### src/hdl/assert_macros.svh
// Concurrent assertion macros used by the top-level RTL file.
`ifndef ASSERT_MACROS_SVH
`define ASSERT_MACROS_SVH

`ifndef SYNTHESIS

// Same-cycle implication, checked outside reset.
`define ASSERT_IMPLY(lbl, clk, rstn, ante, cons) \
    lbl: assert property (@(posedge clk) disable iff (!rstn) (ante) |-> (cons)) \
        else $error("assertion failed: ante |-> cons");

// Next-cycle implication, checked outside reset.
`define ASSERT_NEXT(lbl, clk, rstn, ante, cons) \
    lbl: assert property (@(posedge clk) disable iff (!rstn) (ante) |=> (cons)) \
        else $error("assertion failed: ante |=> cons");

`else

`define ASSERT_IMPLY(lbl, clk, rstn, ante, cons)
`define ASSERT_NEXT(lbl, clk, rstn, ante, cons)

`endif

`endif

### src/hdl/oaht_pkg.sv
// Shared widths, codes, control word types and the microcode ROM.
`default_nettype none

package oaht_pkg;

    localparam int KeyW         = 31;
    localparam int PayloadW     = 64;
    localparam int StatusW      = 2;
    localparam int SlotW        = 10;
    localparam int DefTableSize = 19;

    // operation codes
    localparam logic FnInsert = 1'b0;
    localparam logic FnSearch = 1'b1;

    // result status codes
    localparam logic [StatusW-1:0] StOk       = 2'd0;
    localparam logic [StatusW-1:0] StNotFound = 2'd1;
    localparam logic [StatusW-1:0] StFull     = 2'd2;
    localparam logic [StatusW-1:0] StZeroKey  = 2'd3;

    // microprogram addresses
    localparam int PcW = 3;
    localparam logic [PcW-1:0] StepClear = 3'd0;
    localparam logic [PcW-1:0] StepIdle  = 3'd1;
    localparam logic [PcW-1:0] StepHash1 = 3'd2;
    localparam logic [PcW-1:0] StepHash2 = 3'd3;
    localparam logic [PcW-1:0] StepHash3 = 3'd4;
    localparam logic [PcW-1:0] StepRead  = 3'd5;
    localparam logic [PcW-1:0] StepEval  = 3'd6;
    localparam logic [PcW-1:0] StepFin   = 3'd7;

    // jump conditions
    localparam int CondW = 3;
    localparam logic [CondW-1:0] CondNever     = 3'd0;
    localparam logic [CondW-1:0] CondAccept    = 3'd1;
    localparam logic [CondW-1:0] CondClrLast   = 3'd2;
    localparam logic [CondW-1:0] CondZeroKey   = 3'd3;
    localparam logic [CondW-1:0] CondProbeMore = 3'd4;
    localparam logic [CondW-1:0] CondOutFree   = 3'd5;

    // datapath strobes of one control word
    typedef struct packed {
        logic take;     // request channel ready
        logic clr_wr;   // write an empty key, step the slot index
        logic mul1;     // key times reciprocal
        logic mul2;     // quotient times table size
        logic ld_home;  // load home slot, zero the probe count
        logic rd;       // read the slot stores
        logic probe;    // evaluate the slot just read
        logic out_ld;   // move the result to the response register
    } dp_ctl_t;

    typedef struct packed {
        dp_ctl_t         dp;
        logic [CondW-1:0] cond;
        logic [PcW-1:0]   target;
        logic             stay;   // hold the step when the condition fails
    } uword_t;

    // datapath flags seen by the sequencer
    typedef struct packed {
        logic clr_last;
        logic zero_key;
        logic probe_more;
        logic out_free;
    } dp_stat_t;

    function automatic uword_t ucode(input logic [PcW-1:0] pc);
        uword_t w;
        w = '0;
        case (pc)
            StepClear:
            begin
                w.dp.clr_wr = 1'b1;
                w.cond      = CondClrLast;
                w.target    = StepIdle;
                w.stay      = 1'b1;
            end
            StepIdle:
            begin
                w.dp.take = 1'b1;
                w.cond    = CondAccept;
                w.target  = StepHash1;
                w.stay    = 1'b1;
            end
            StepHash1:
            begin
                w.dp.mul1 = 1'b1;
                w.cond    = CondZeroKey;
                w.target  = StepFin;
            end
            StepHash2:
            begin
                w.dp.mul2 = 1'b1;
            end
            StepHash3:
            begin
                w.dp.ld_home = 1'b1;
            end
            StepRead:
            begin
                w.dp.rd = 1'b1;
            end
            StepEval:
            begin
                w.dp.probe = 1'b1;
                w.cond     = CondProbeMore;
                w.target   = StepRead;
            end
            StepFin:
            begin
                w.dp.out_ld = 1'b1;
                w.cond      = CondOutFree;
                w.target    = StepIdle;
                w.stay      = 1'b1;
            end
            default:
            begin
                w.cond   = CondNever;
                w.target = StepIdle;
            end
        endcase
        return w;
    endfunction

endpackage

`default_nettype wire

### src/hdl/oaht_ifs.sv
// Request and response channel interfaces.
`default_nettype none

interface oaht_req_if;
    logic                          valid;
    logic                          ready;
    logic                          func;
    logic [oaht_pkg::KeyW-1:0]     key;
    logic [oaht_pkg::PayloadW-1:0] payload;

    modport source (output valid, output func, output key, output payload, input ready);
    modport sink (input valid, input func, input key, input payload, output ready);
endinterface

interface oaht_rsp_if;
    logic                          valid;
    logic                          ready;
    logic [oaht_pkg::StatusW-1:0]  status;
    logic [oaht_pkg::SlotW-1:0]    slot;
    logic [oaht_pkg::PayloadW-1:0] found_payload;

    modport source (output valid, output status, output slot, output found_payload,
                    input ready);
    modport sink (input valid, input status, input slot, input found_payload,
                  output ready);
endinterface

`default_nettype wire

### src/hdl/oaht_hash.sv
// Home slot unit: key modulo table size by reciprocal multiply and one correction.
`default_nettype none

module oaht_hash #(
    parameter int TableSize = oaht_pkg::DefTableSize
) (
    input  wire logic                                clk,
    input  wire logic                                mul1,
    input  wire logic                                mul2,
    input  wire logic [oaht_pkg::KeyW-1:0]           key,
    output logic      [$clog2(TableSize)-1:0]        home
);

    localparam int KeyW = oaht_pkg::KeyW;
    localparam int IdxW = $clog2(TableSize);
    localparam int ProdW = 2 * KeyW;
    // floor(2^KeyW / N): the estimated quotient is low by at most one
    localparam logic [KeyW-1:0] Recip   = KeyW'((64'd1 << KeyW) / TableSize);
    localparam logic [KeyW-1:0] Modulus = KeyW'(TableSize);

    logic [ProdW-1:0] prod_reg;
    logic [KeyW-1:0]  back_reg;
    logic [KeyW-1:0]  quot;
    logic [KeyW-1:0]  diff;
    logic [KeyW-1:0]  rem;

    assign quot = prod_reg[ProdW-1:KeyW];

    always_ff @(posedge clk)
    begin
        if (mul1)
        begin
            prod_reg <= ProdW'(key) * ProdW'(Recip);
        end
        if (mul2)
        begin
            back_reg <= KeyW'(quot * Modulus);
        end
    end

    // remainder lies below twice the table size
    always_comb
    begin
        diff = key - back_reg;
        rem  = (diff >= Modulus) ? (diff - Modulus) : diff;
        home = IdxW'(rem);
    end

endmodule

`default_nettype wire

### src/hdl/oaht_seq.sv
// Microprogram sequencer: step counter, control ROM and conditional jumps.
`default_nettype none

module oaht_seq (
    input  wire logic               clk,
    input  wire logic               rst_n,
    input  wire logic               accept,
    input  wire oaht_pkg::dp_stat_t stat,
    output oaht_pkg::dp_ctl_t       ctl
);

    logic [oaht_pkg::PcW-1:0] pc_reg;
    logic [oaht_pkg::PcW-1:0] pc_next;
    oaht_pkg::uword_t         word;
    logic                     jump;

    assign word = oaht_pkg::ucode(pc_reg);
    assign ctl  = word.dp;

    always_comb
    begin
        case (word.cond)
            oaht_pkg::CondNever:     jump = 1'b0;
            oaht_pkg::CondAccept:    jump = accept;
            oaht_pkg::CondClrLast:   jump = stat.clr_last;
            oaht_pkg::CondZeroKey:   jump = stat.zero_key;
            oaht_pkg::CondProbeMore: jump = stat.probe_more;
            oaht_pkg::CondOutFree:   jump = stat.out_free;
            default:                 jump = 1'b0;
        endcase

        if (jump)
        begin
            pc_next = word.target;
        end
        else if (word.stay)
        begin
            pc_next = pc_reg;
        end
        else
        begin
            pc_next = pc_reg + 1'b1;
        end
    end

    always_ff @(posedge clk or negedge rst_n)
    begin
        if (!rst_n)
        begin
            pc_reg <= oaht_pkg::StepClear;
        end
        else
        begin
            pc_reg <= pc_next;
        end
    end

endmodule

`default_nettype wire

### src/hdl/oaht_dpath.sv
// Datapath: item registers, slot stores, probe logic and response register.
`default_nettype none

module oaht_dpath #(
    parameter int TableSize = oaht_pkg::DefTableSize
) (
    input  wire logic                              clk,
    input  wire logic                              rst_n,
    input  wire oaht_pkg::dp_ctl_t                 ctl,
    input  wire logic                              accept,
    input  wire logic                              func,
    input  wire logic [oaht_pkg::KeyW-1:0]         key,
    input  wire logic [oaht_pkg::PayloadW-1:0]     payload,
    input  wire logic                              out_ready,
    output logic                                   out_valid,
    output logic      [oaht_pkg::StatusW-1:0]      status,
    output logic      [oaht_pkg::SlotW-1:0]        slot,
    output logic      [oaht_pkg::PayloadW-1:0]     found_payload,
    output oaht_pkg::dp_stat_t                     stat
);

    localparam int KeyW     = oaht_pkg::KeyW;
    localparam int PayloadW = oaht_pkg::PayloadW;
    localparam int StatusW  = oaht_pkg::StatusW;
    localparam int SlotW    = oaht_pkg::SlotW;
    localparam int IdxW     = $clog2(TableSize);
    localparam logic [IdxW-1:0] LastIdx = IdxW'(TableSize - 1);

    // item registers
    logic                func_reg;
    logic [KeyW-1:0]     key_reg;
    logic [PayloadW-1:0] payload_reg;

    // probe position
    logic [IdxW-1:0] idx_reg;
    logic [IdxW-1:0] idx_next;
    logic [IdxW-1:0] cnt_reg;
    logic [IdxW-1:0] cnt_next;
    logic [IdxW-1:0] home;

    // slot stores and their read registers
    logic [KeyW-1:0]     key_mem [TableSize];
    logic [PayloadW-1:0] pay_mem [TableSize];
    logic [KeyW-1:0]     rkey_reg;
    logic [PayloadW-1:0] rpay_reg;

    // pending result and response register
    logic [StatusW-1:0]  res_status_reg;
    logic [SlotW-1:0]    res_slot_reg;
    logic [PayloadW-1:0] res_pay_reg;
    logic                out_valid_reg;
    logic [StatusW-1:0]  out_status_reg;
    logic [SlotW-1:0]    out_slot_reg;
    logic [PayloadW-1:0] out_pay_reg;

    logic idx_last;
    logic slot_empty;
    logic key_hit;
    logic probe_done;
    logic key_we;
    logic pay_we;
    logic out_free;
    logic [IdxW-1:0] idx_step;

    oaht_hash #(
        .TableSize (TableSize)
    ) u_hash (
        .clk  (clk),
        .mul1 (ctl.mul1),
        .mul2 (ctl.mul2),
        .key  (key_reg),
        .home (home)
    );

    always_comb
    begin
        idx_last   = (idx_reg == LastIdx);
        idx_step   = idx_last ? '0 : (idx_reg + 1'b1);
        slot_empty = (rkey_reg == '0);
        key_hit    = (func_reg == oaht_pkg::FnSearch) && (rkey_reg == key_reg);
        probe_done = slot_empty || key_hit || (cnt_reg == LastIdx);
        key_we     = ctl.clr_wr
                     || (ctl.probe && (func_reg == oaht_pkg::FnInsert) && slot_empty);
        pay_we     = ctl.probe && (func_reg == oaht_pkg::FnInsert) && slot_empty;
        out_free   = !out_valid_reg || out_ready;

        idx_next = idx_reg;
        cnt_next = cnt_reg;
        if (ctl.ld_home)
        begin
            idx_next = home;
            cnt_next = '0;
        end
        else if (ctl.clr_wr)
        begin
            idx_next = idx_step;
        end
        else if (ctl.probe && !probe_done)
        begin
            idx_next = idx_step;
            cnt_next = cnt_reg + 1'b1;
        end

        stat.clr_last   = idx_last;
        stat.zero_key   = (key_reg == '0);
        stat.probe_more = !probe_done;
        stat.out_free   = out_free;
    end

    always_ff @(posedge clk or negedge rst_n)
    begin
        if (!rst_n)
        begin
            idx_reg       <= '0;
            cnt_reg       <= '0;
            out_valid_reg <= 1'b0;
        end
        else
        begin
            idx_reg <= idx_next;
            cnt_reg <= cnt_next;
            if (ctl.out_ld && out_free)
            begin
                out_valid_reg <= 1'b1;
            end
            else if (out_ready)
            begin
                out_valid_reg <= 1'b0;
            end
        end
    end

    // latch the item
    always_ff @(posedge clk)
    begin
        if (accept)
        begin
            func_reg    <= func;
            key_reg     <= key;
            payload_reg <= payload;
        end
    end

    // slot stores: one write port, one registered read port
    always_ff @(posedge clk)
    begin
        if (key_we)
        begin
            key_mem[idx_reg] <= ctl.clr_wr ? '0 : key_reg;
        end
        if (pay_we)
        begin
            pay_mem[idx_reg] <= payload_reg;
        end
        if (ctl.rd)
        begin
            rkey_reg <= key_mem[idx_reg];
            rpay_reg <= pay_mem[idx_reg];
        end
    end

    // build the result, then hand it to the response register
    always_ff @(posedge clk)
    begin
        if (ctl.mul1 && (key_reg == '0))
        begin
            res_status_reg <= oaht_pkg::StZeroKey;
            res_slot_reg   <= '0;
            res_pay_reg    <= '0;
        end
        else if (ctl.probe && probe_done)
        begin
            if ((func_reg == oaht_pkg::FnInsert) && slot_empty)
            begin
                res_status_reg <= oaht_pkg::StOk;
                res_slot_reg   <= SlotW'(idx_reg);
                res_pay_reg    <= '0;
            end
            else if (func_reg == oaht_pkg::FnInsert)
            begin
                res_status_reg <= oaht_pkg::StFull;
                res_slot_reg   <= '0;
                res_pay_reg    <= '0;
            end
            else if (key_hit)
            begin
                res_status_reg <= oaht_pkg::StOk;
                res_slot_reg   <= SlotW'(idx_reg);
                res_pay_reg    <= rpay_reg;
            end
            else
            begin
                res_status_reg <= oaht_pkg::StNotFound;
                res_slot_reg   <= '0;
                res_pay_reg    <= '0;
            end
        end

        if (ctl.out_ld && out_free)
        begin
            out_status_reg <= res_status_reg;
            out_slot_reg   <= res_slot_reg;
            out_pay_reg    <= res_pay_reg;
        end
    end

    assign out_valid     = out_valid_reg;
    assign status        = out_status_reg;
    assign slot          = out_slot_reg;
    assign found_payload = out_pay_reg;

endmodule

`default_nettype wire

### src/hdl/open_address_hash_table.sv
// Top level of the linear-probing hash table.
//
//  channel | role | payload                          | item
//  --------+------+----------------------------------+-------------------------------
//  req     | sink | func, key, payload               | one insert or search
//  rsp     | src  | status, slot, found_payload      | one answer per request item
//
// An accepted item runs the hash steps, then probes 1 to TableSize slots, each
// probe a read step and an evaluate step on the single port of the slot stores,
// before its answer moves to the response register. A zero key goes from the
// first hash step straight to the final step. After reset the microprogram first
// sweeps the key store to empty, one slot a cycle; req.ready stays low until done.
// A stalled rsp holds the finished answer; the next request item may be accepted
// meanwhile, and its answer waits in the final step until the register frees up.
`default_nettype none
`include "assert_macros.svh"

module open_address_hash_table #(
    parameter int TableSize = oaht_pkg::DefTableSize
) (
    input  wire logic   clk,
    input  wire logic   rst_n,
    oaht_req_if.sink    req,
    oaht_rsp_if.source  rsp
);

    oaht_pkg::dp_ctl_t  ctl;
    oaht_pkg::dp_stat_t stat;
    logic               accept;

    // the request channel is open only in the idle step of the microprogram
    assign req.ready = ctl.take;
    assign accept    = req.valid && ctl.take;

    // step counter and control ROM
    oaht_seq u_seq (
        .clk    (clk),
        .rst_n  (rst_n),
        .accept (accept),
        .stat   (stat),
        .ctl    (ctl)
    );

    // hash, slot stores, probe evaluation, response register
    oaht_dpath #(
        .TableSize (TableSize)
    ) u_dpath (
        .clk           (clk),
        .rst_n         (rst_n),
        .ctl           (ctl),
        .accept        (accept),
        .func          (req.func),
        .key           (req.key),
        .payload       (req.payload),
        .out_ready     (rsp.ready),
        .out_valid     (rsp.valid),
        .status        (rsp.status),
        .slot          (rsp.slot),
        .found_payload (rsp.found_payload),
        .stat          (stat)
    );

    // an accepted item always enters the hash steps next
    `ASSERT_NEXT(a_accept_to_hash, clk, rst_n, accept, ctl.mul1)
    // a finished probe goes straight to the answer step
    `ASSERT_NEXT(a_probe_to_fin, clk, rst_n, ctl.probe && !stat.probe_more, ctl.out_ld)
    // a new answer appears only from the answer step
    `ASSERT_IMPLY(a_rsp_from_fin, clk, rst_n, $rose(rsp.valid), $past(ctl.out_ld))

endmodule

`default_nettype wire

### src/flat_wrapper.sv
// flat-port wrapper written by rule: the top's interface ports become plain ports
module open_address_hash_table_flat 
#(
    parameter int TableSize = oaht_pkg::DefTableSize
)
  (clk, rst_n, req_valid, req_func, req_key, req_payload, req_ready, rsp_valid, rsp_status, rsp_slot, rsp_found_payload, rsp_ready);
  oaht_req_if req_i ();
  oaht_rsp_if rsp_i ();
  input  wire logic clk;
  input  wire logic rst_n;
  input wire logic [$bits(req_i.valid)-1:0] req_valid;
  input wire logic [$bits(req_i.func)-1:0] req_func;
  input wire logic [$bits(req_i.key)-1:0] req_key;
  input wire logic [$bits(req_i.payload)-1:0] req_payload;
  output wire logic [$bits(req_i.ready)-1:0] req_ready;
  output wire logic [$bits(rsp_i.valid)-1:0] rsp_valid;
  output wire logic [$bits(rsp_i.status)-1:0] rsp_status;
  output wire logic [$bits(rsp_i.slot)-1:0] rsp_slot;
  output wire logic [$bits(rsp_i.found_payload)-1:0] rsp_found_payload;
  input wire logic [$bits(rsp_i.ready)-1:0] rsp_ready;
  assign req_i.valid = req_valid;
  assign req_i.func = req_func;
  assign req_i.key = req_key;
  assign req_i.payload = req_payload;
  assign req_ready = req_i.ready;
  assign rsp_valid = rsp_i.valid;
  assign rsp_status = rsp_i.status;
  assign rsp_slot = rsp_i.slot;
  assign rsp_found_payload = rsp_i.found_payload;
  assign rsp_i.ready = rsp_ready;
  open_address_hash_table #(.TableSize(TableSize)) u_core (.clk(clk), .rst_n(rst_n), .req(req_i), .rsp(rsp_i));
endmodule
### config.mk
export PLATFORM = sky130hd
export DESIGN_NAME = open_address_hash_table_flat
export DESIGN_NICKNAME = d
export VERILOG_FILES = /design/src/hdl/oaht_pkg.sv /design/src/hdl/oaht_ifs.sv /design/src/hdl/oaht_hash.sv /design/src/hdl/oaht_seq.sv /design/src/hdl/oaht_dpath.sv /design/src/hdl/open_address_hash_table.sv /design/src/flat_wrapper.sv
export VERILOG_INCLUDE_DIRS = /design/src /design/src/hdl
export SDC_FILE = /design/constraint.sdc
export NUM_CORES = 2
export LEC_CHECK = 0
export BUFFER_PORTS_ARGS = -buffer_cell sky130_fd_sc_hd__buf_2
export CAP_MARGIN = 20
export CORE_MARGIN = 8
export CORE_UTILIZATION = 40
export CTS_CLUSTER_SIZE = 20
export DETAILED_ROUTE_END_ITERATION = 8
export HOLD_SLACK_MARGIN = 0.12
export SLEW_MARGIN = 15
export SYNTH_ARGS = -nofsm -noshare
export SYNTH_HDL_FRONTEND = slang
export SYNTH_SLANG_ARGS = --single-unit
export TNS_END_PERCENT = 1
### constraint.sdc
create_clock -name clk -period 6.29 [get_ports clk]
set_input_delay 0.3145 -clock clk [delete_from_list [all_inputs] [get_ports clk]]
set_output_delay 0.3145 -clock clk [all_outputs]
set_load 0.05 [all_outputs]
==> flow_summary_export.csv <==
group,metric,value,unit
status,status,"finished with violations",
status,violations,"setup timing",
cts,cts_tree,"yes",
floorplan,initial_core_util,40.1,%
logic_synthesis,synthArstFlopShare,0.633,%
sta,setup-violations-final,13,
cts,cts_buffers,223,
layout,largestRegisters,"u_core.u_dpath.pay_mem: 1216 flops, u_core.u_dpath.key_mem: 589 flops",
sta,finalCritPeriodShare,103,%
worst_setup_path,rr_endpoint,"u_core.u_dpath.u_hash.prod_reg[54]",
cts,root_buffer,"clkbuf_16",
logic_synthesis,syn_avg_cell_area,16.8,um2
floorplan,dieArea,264000,um2
detailed_routing,routed_via_density,5.35,
sta,final.setup.worst_slack,-0.169,ns
detailed_routing,wl_per_cell,25.8,um
global_route,gr-usage-met3,2.81,%
placement,globalplace.congestion,0.898,
sta,fin_crit,6.46,ns
logic_synthesis,syn_area,99300,um2
cts,cts.sinks,2210,
global_route,grt_pass1_vias,55900,
layout,top_register,"u_core.u_dpath.pay_mem",
floorplan,die_x,514,um
sta,tightest_slew,1.05,ns
placement,io_buffers,172,
detailed_routing,drc,0,
cts,clkTransAtPathRegs,0.06,ns
worst_setup_path,critical_path.endpoint,"u_core.u_dpath.u_hash.prod_reg[54]",
floorplan,ios,178,
sta,fin_skew,0.0788,ns
floorplan,die_y,514,um
cts,clockBufferDepth,3,
sta,hold_viol_final,0,
worst_setup_path,start_kind,"flop",
placement,placed_cells,9551,
floorplan,core-area,248000,um2
layout,seq_area,65600,um2
global_route,grt_max_degree,129,
floorplan,rows,183,
logic_synthesis,synth.yosys.warnings,0,
worst_setup_path,r2r_slack,-0.17,ns
sta,rsz0062_at_grt,"yes",
layout,fillers,21100,
layout,instances_no_fill,10100,
layout,largest_reg_flops,1216,
logic_synthesis,synth_top_cell_area_share,64.3,%
worst_setup_path,rr_startpoint,"u_core.u_dpath.key_reg[11]",
detailed_routing,ant_nets,0,
logic_synthesis,ys_seq_elements,2210,
worst_setup_path,crit_arrival,7.06,ns
logic_synthesis,syn_inst,5905,
detailed_routing,drt-initial-drc-count,5021,
sta,drv_slew,0,
logic_synthesis,yosysSeqAreaShare,66.1,%
logic_synthesis,ys_top_cells_by_count,"2125 x edfxtp_1, 649 x inv_1, 380 x mux4_2",
worst_setup_path,rr_worst_depth,18,
worst_setup_path,critical_path_class,"flop to flop",
logic_synthesis,netlist_top_cells_area,"edfxtp_1 64%, mux4_2 8.6%, fa_1 6.5%, ha_1 4.6%, inv_1 2.5%",
min_path,hold_class,"input pin to flop",
sta,relSlewSlack,29.9,%
worst_setup_path,cp_max_fo,4,
cts,cts_max_level,4,
logic_synthesis,yosys.cell_count.top_type,"edfxtp_1",
global_route,grt_first_pass_wirelength,382,mm
worst_setup_path,crit_path_end_kind,"flop",
sta,fmax,155,MHz
flow_run,cap_violations,0,
worst_setup_path,critPathLaunch,"u_core.u_dpath.key_reg[11]",
global_route,grt_use_total,19.3,%
logic_synthesis,synth_edf_count,2125,
layout,drive_above_1_share,21.3,%
sta,finalSetupTns,-1.11,ns
global_route,antenna_found_initial,16,
placement,place_hpwl,164,mm
detailed_routing,route.vias.total,54200,
layout,finalNetCount,7385,
logic_synthesis,synthFlopType,"edfxtp_1",
detailed_routing,wl,261,mm
layout,synthToLayoutAreaGrowth,17.5,%
global_route,busiest_layer,"met2",
logic_synthesis,synth_cell_types,82,
logic_synthesis,yosysTopAreaCell,"edfxtp_1",
cts,clk_latency,0.88,ns
min_path,hold_start,"req_key[24]",
layout,multiInputGateArea,31000,um2
global_route,met2_usage,32.3,%
global_route,use_met1,27.3,%
worst_setup_path,required,6.89,ns
global_route,grt.overflow.total,0,
detailed_routing,dr.pass1.iters,5,
==> per-stage QoR <==
stage	hold WS, ns	area (um2)	util, %	setup slack [ns]
detailed placement	0.278	107000	43.2	-0.423
finish	0.185	117000	47.1	-0.169
global placement	0.272	107000	43.2	-0.397
CTS	0.123	116000	47.0	-0.173
floorplan	0.0189	99300	-	-0.0418
global route	0.155	117000	47.1	-0.379
==> cells in the final DEF (no fill, tap or decap), types with 12 or more instances in the layout <==
cell type	instances
clkinvlp_4	15
clkbuf_1	35
a21oi_2	26
dfxtp_1	71
a22oi_1	160
xor2_1	61
a21oi_1	193
a211oi_1	17
buf_4	351
nor2b_1	12
nand3_1	28
nor3_1	23
edfxtp_1	2125
buf_2	173
nor4_1	20
nor2_4	37
inv_1	646
clkinv_2	54
ha_1	361
xnor2_1	42
clkbuf_16	223
fa_1	312
dlygate4sd3_1	133
mux2i_1	197
clkinv_1	30
o21a_1	18
nand2_1	159
bufinv_16	31
o21bai_1	14
a21o_1	49
nor2_1	246
nand4_1	27
o21ai_0	236
mux4_2	380
buf_12	37
==> critical path, stage by stage (launching register included) <==
cell and delay [ns]:
edfxtp_1 0.50, buf_4 0.19, fa_1 0.48, fa_1 0.53, fa_1 0.54, fa_1 0.58
fa_1 0.45, fa_1 0.51, fa_1 0.46, ha_4 0.29, nand4_1 0.17, nor3_2 0.26
buf_4 0.16, o2111ai_4 0.18, a21oi_4 0.25, and3b_2 0.27, o31ai_4 0.19, a21oi_1 0.11
xnor2_1 0.13
==> logic make-up (layout without fill, tap and decap cells) <==
| kind of cell | after synthesis | in the layout | share of synthesized area (%) |
|---|---|---|---|
| XOR/XNOR | 103 | 103 | 0.909 |
| multiplexers | 579 | 579 | 10.6 |
| buffers and inverters | 887 | 1771 | 3.37 |
| adder cells (fa/ha/maj) | 689 | 689 | 11.1 |
| flip-flops | 2210 | 2210 | 66.1 |
| AND/OR/NAND/NOR | 631 | 631 | 2.88 |
| AO/OA/AOI/OAI | 805 | 805 | 5.01 |
| other | 1 | 7 | 0.00378 |
==> layout make-up <==
type | instances | area share (%)
sequential | 2210 | 56.3
antenna | 2 | 0.00429
tap | 3330 | 3.57
inverter | 650 | 2.09
clock inverter | 153 | 1.62
timing repair buffer | 699 | 4.83
clock buffer | 269 | 5.03
multi-input combinational | 2812 | 26.6
==> repair_timing <==
| action | CTS | global route |
|---|---|---|
| buffers inserted | 6 | 10 |
| resized for setup | 33 | 18 |
| gates cloned | 0 | 0 |
| pin swaps | 24 | 17 |
| setup endpoints to repair | 21 | 26 |
| endpoints found under the hold margin | 115 | 0 |
| hold buffers | 133 | 0 |
==> metal layers <==
layer / share of wire [%] / wire length [um]
met1: 44 / 114000
met4: 2.0 / 5150
met3: 5.6 / 14700
met2: 49 / 127000
met5: 0.0046 / 12
==> how the worst min path moves through the flow <==
stage	to	slack, ns	depth (start not counted)
finish	u_core.u_dpath.key_reg[24]	0.19	2
global route	u_core.u_dpath.key_reg[24]	0.15	2
CTS	u_core.u_dpath.payload_reg[35]	0.12	2
detailed placement	u_core.u_dpath.out_valid	0.28	1
global placement	u_core.u_dpath.out_valid	0.27	1
floorplan	u_core.u_dpath.cnt_reg[0]	0.02	0
Power is not shown: default switching activity piles up to over one toggle a cycle in this logic, so the estimate is an artifact.
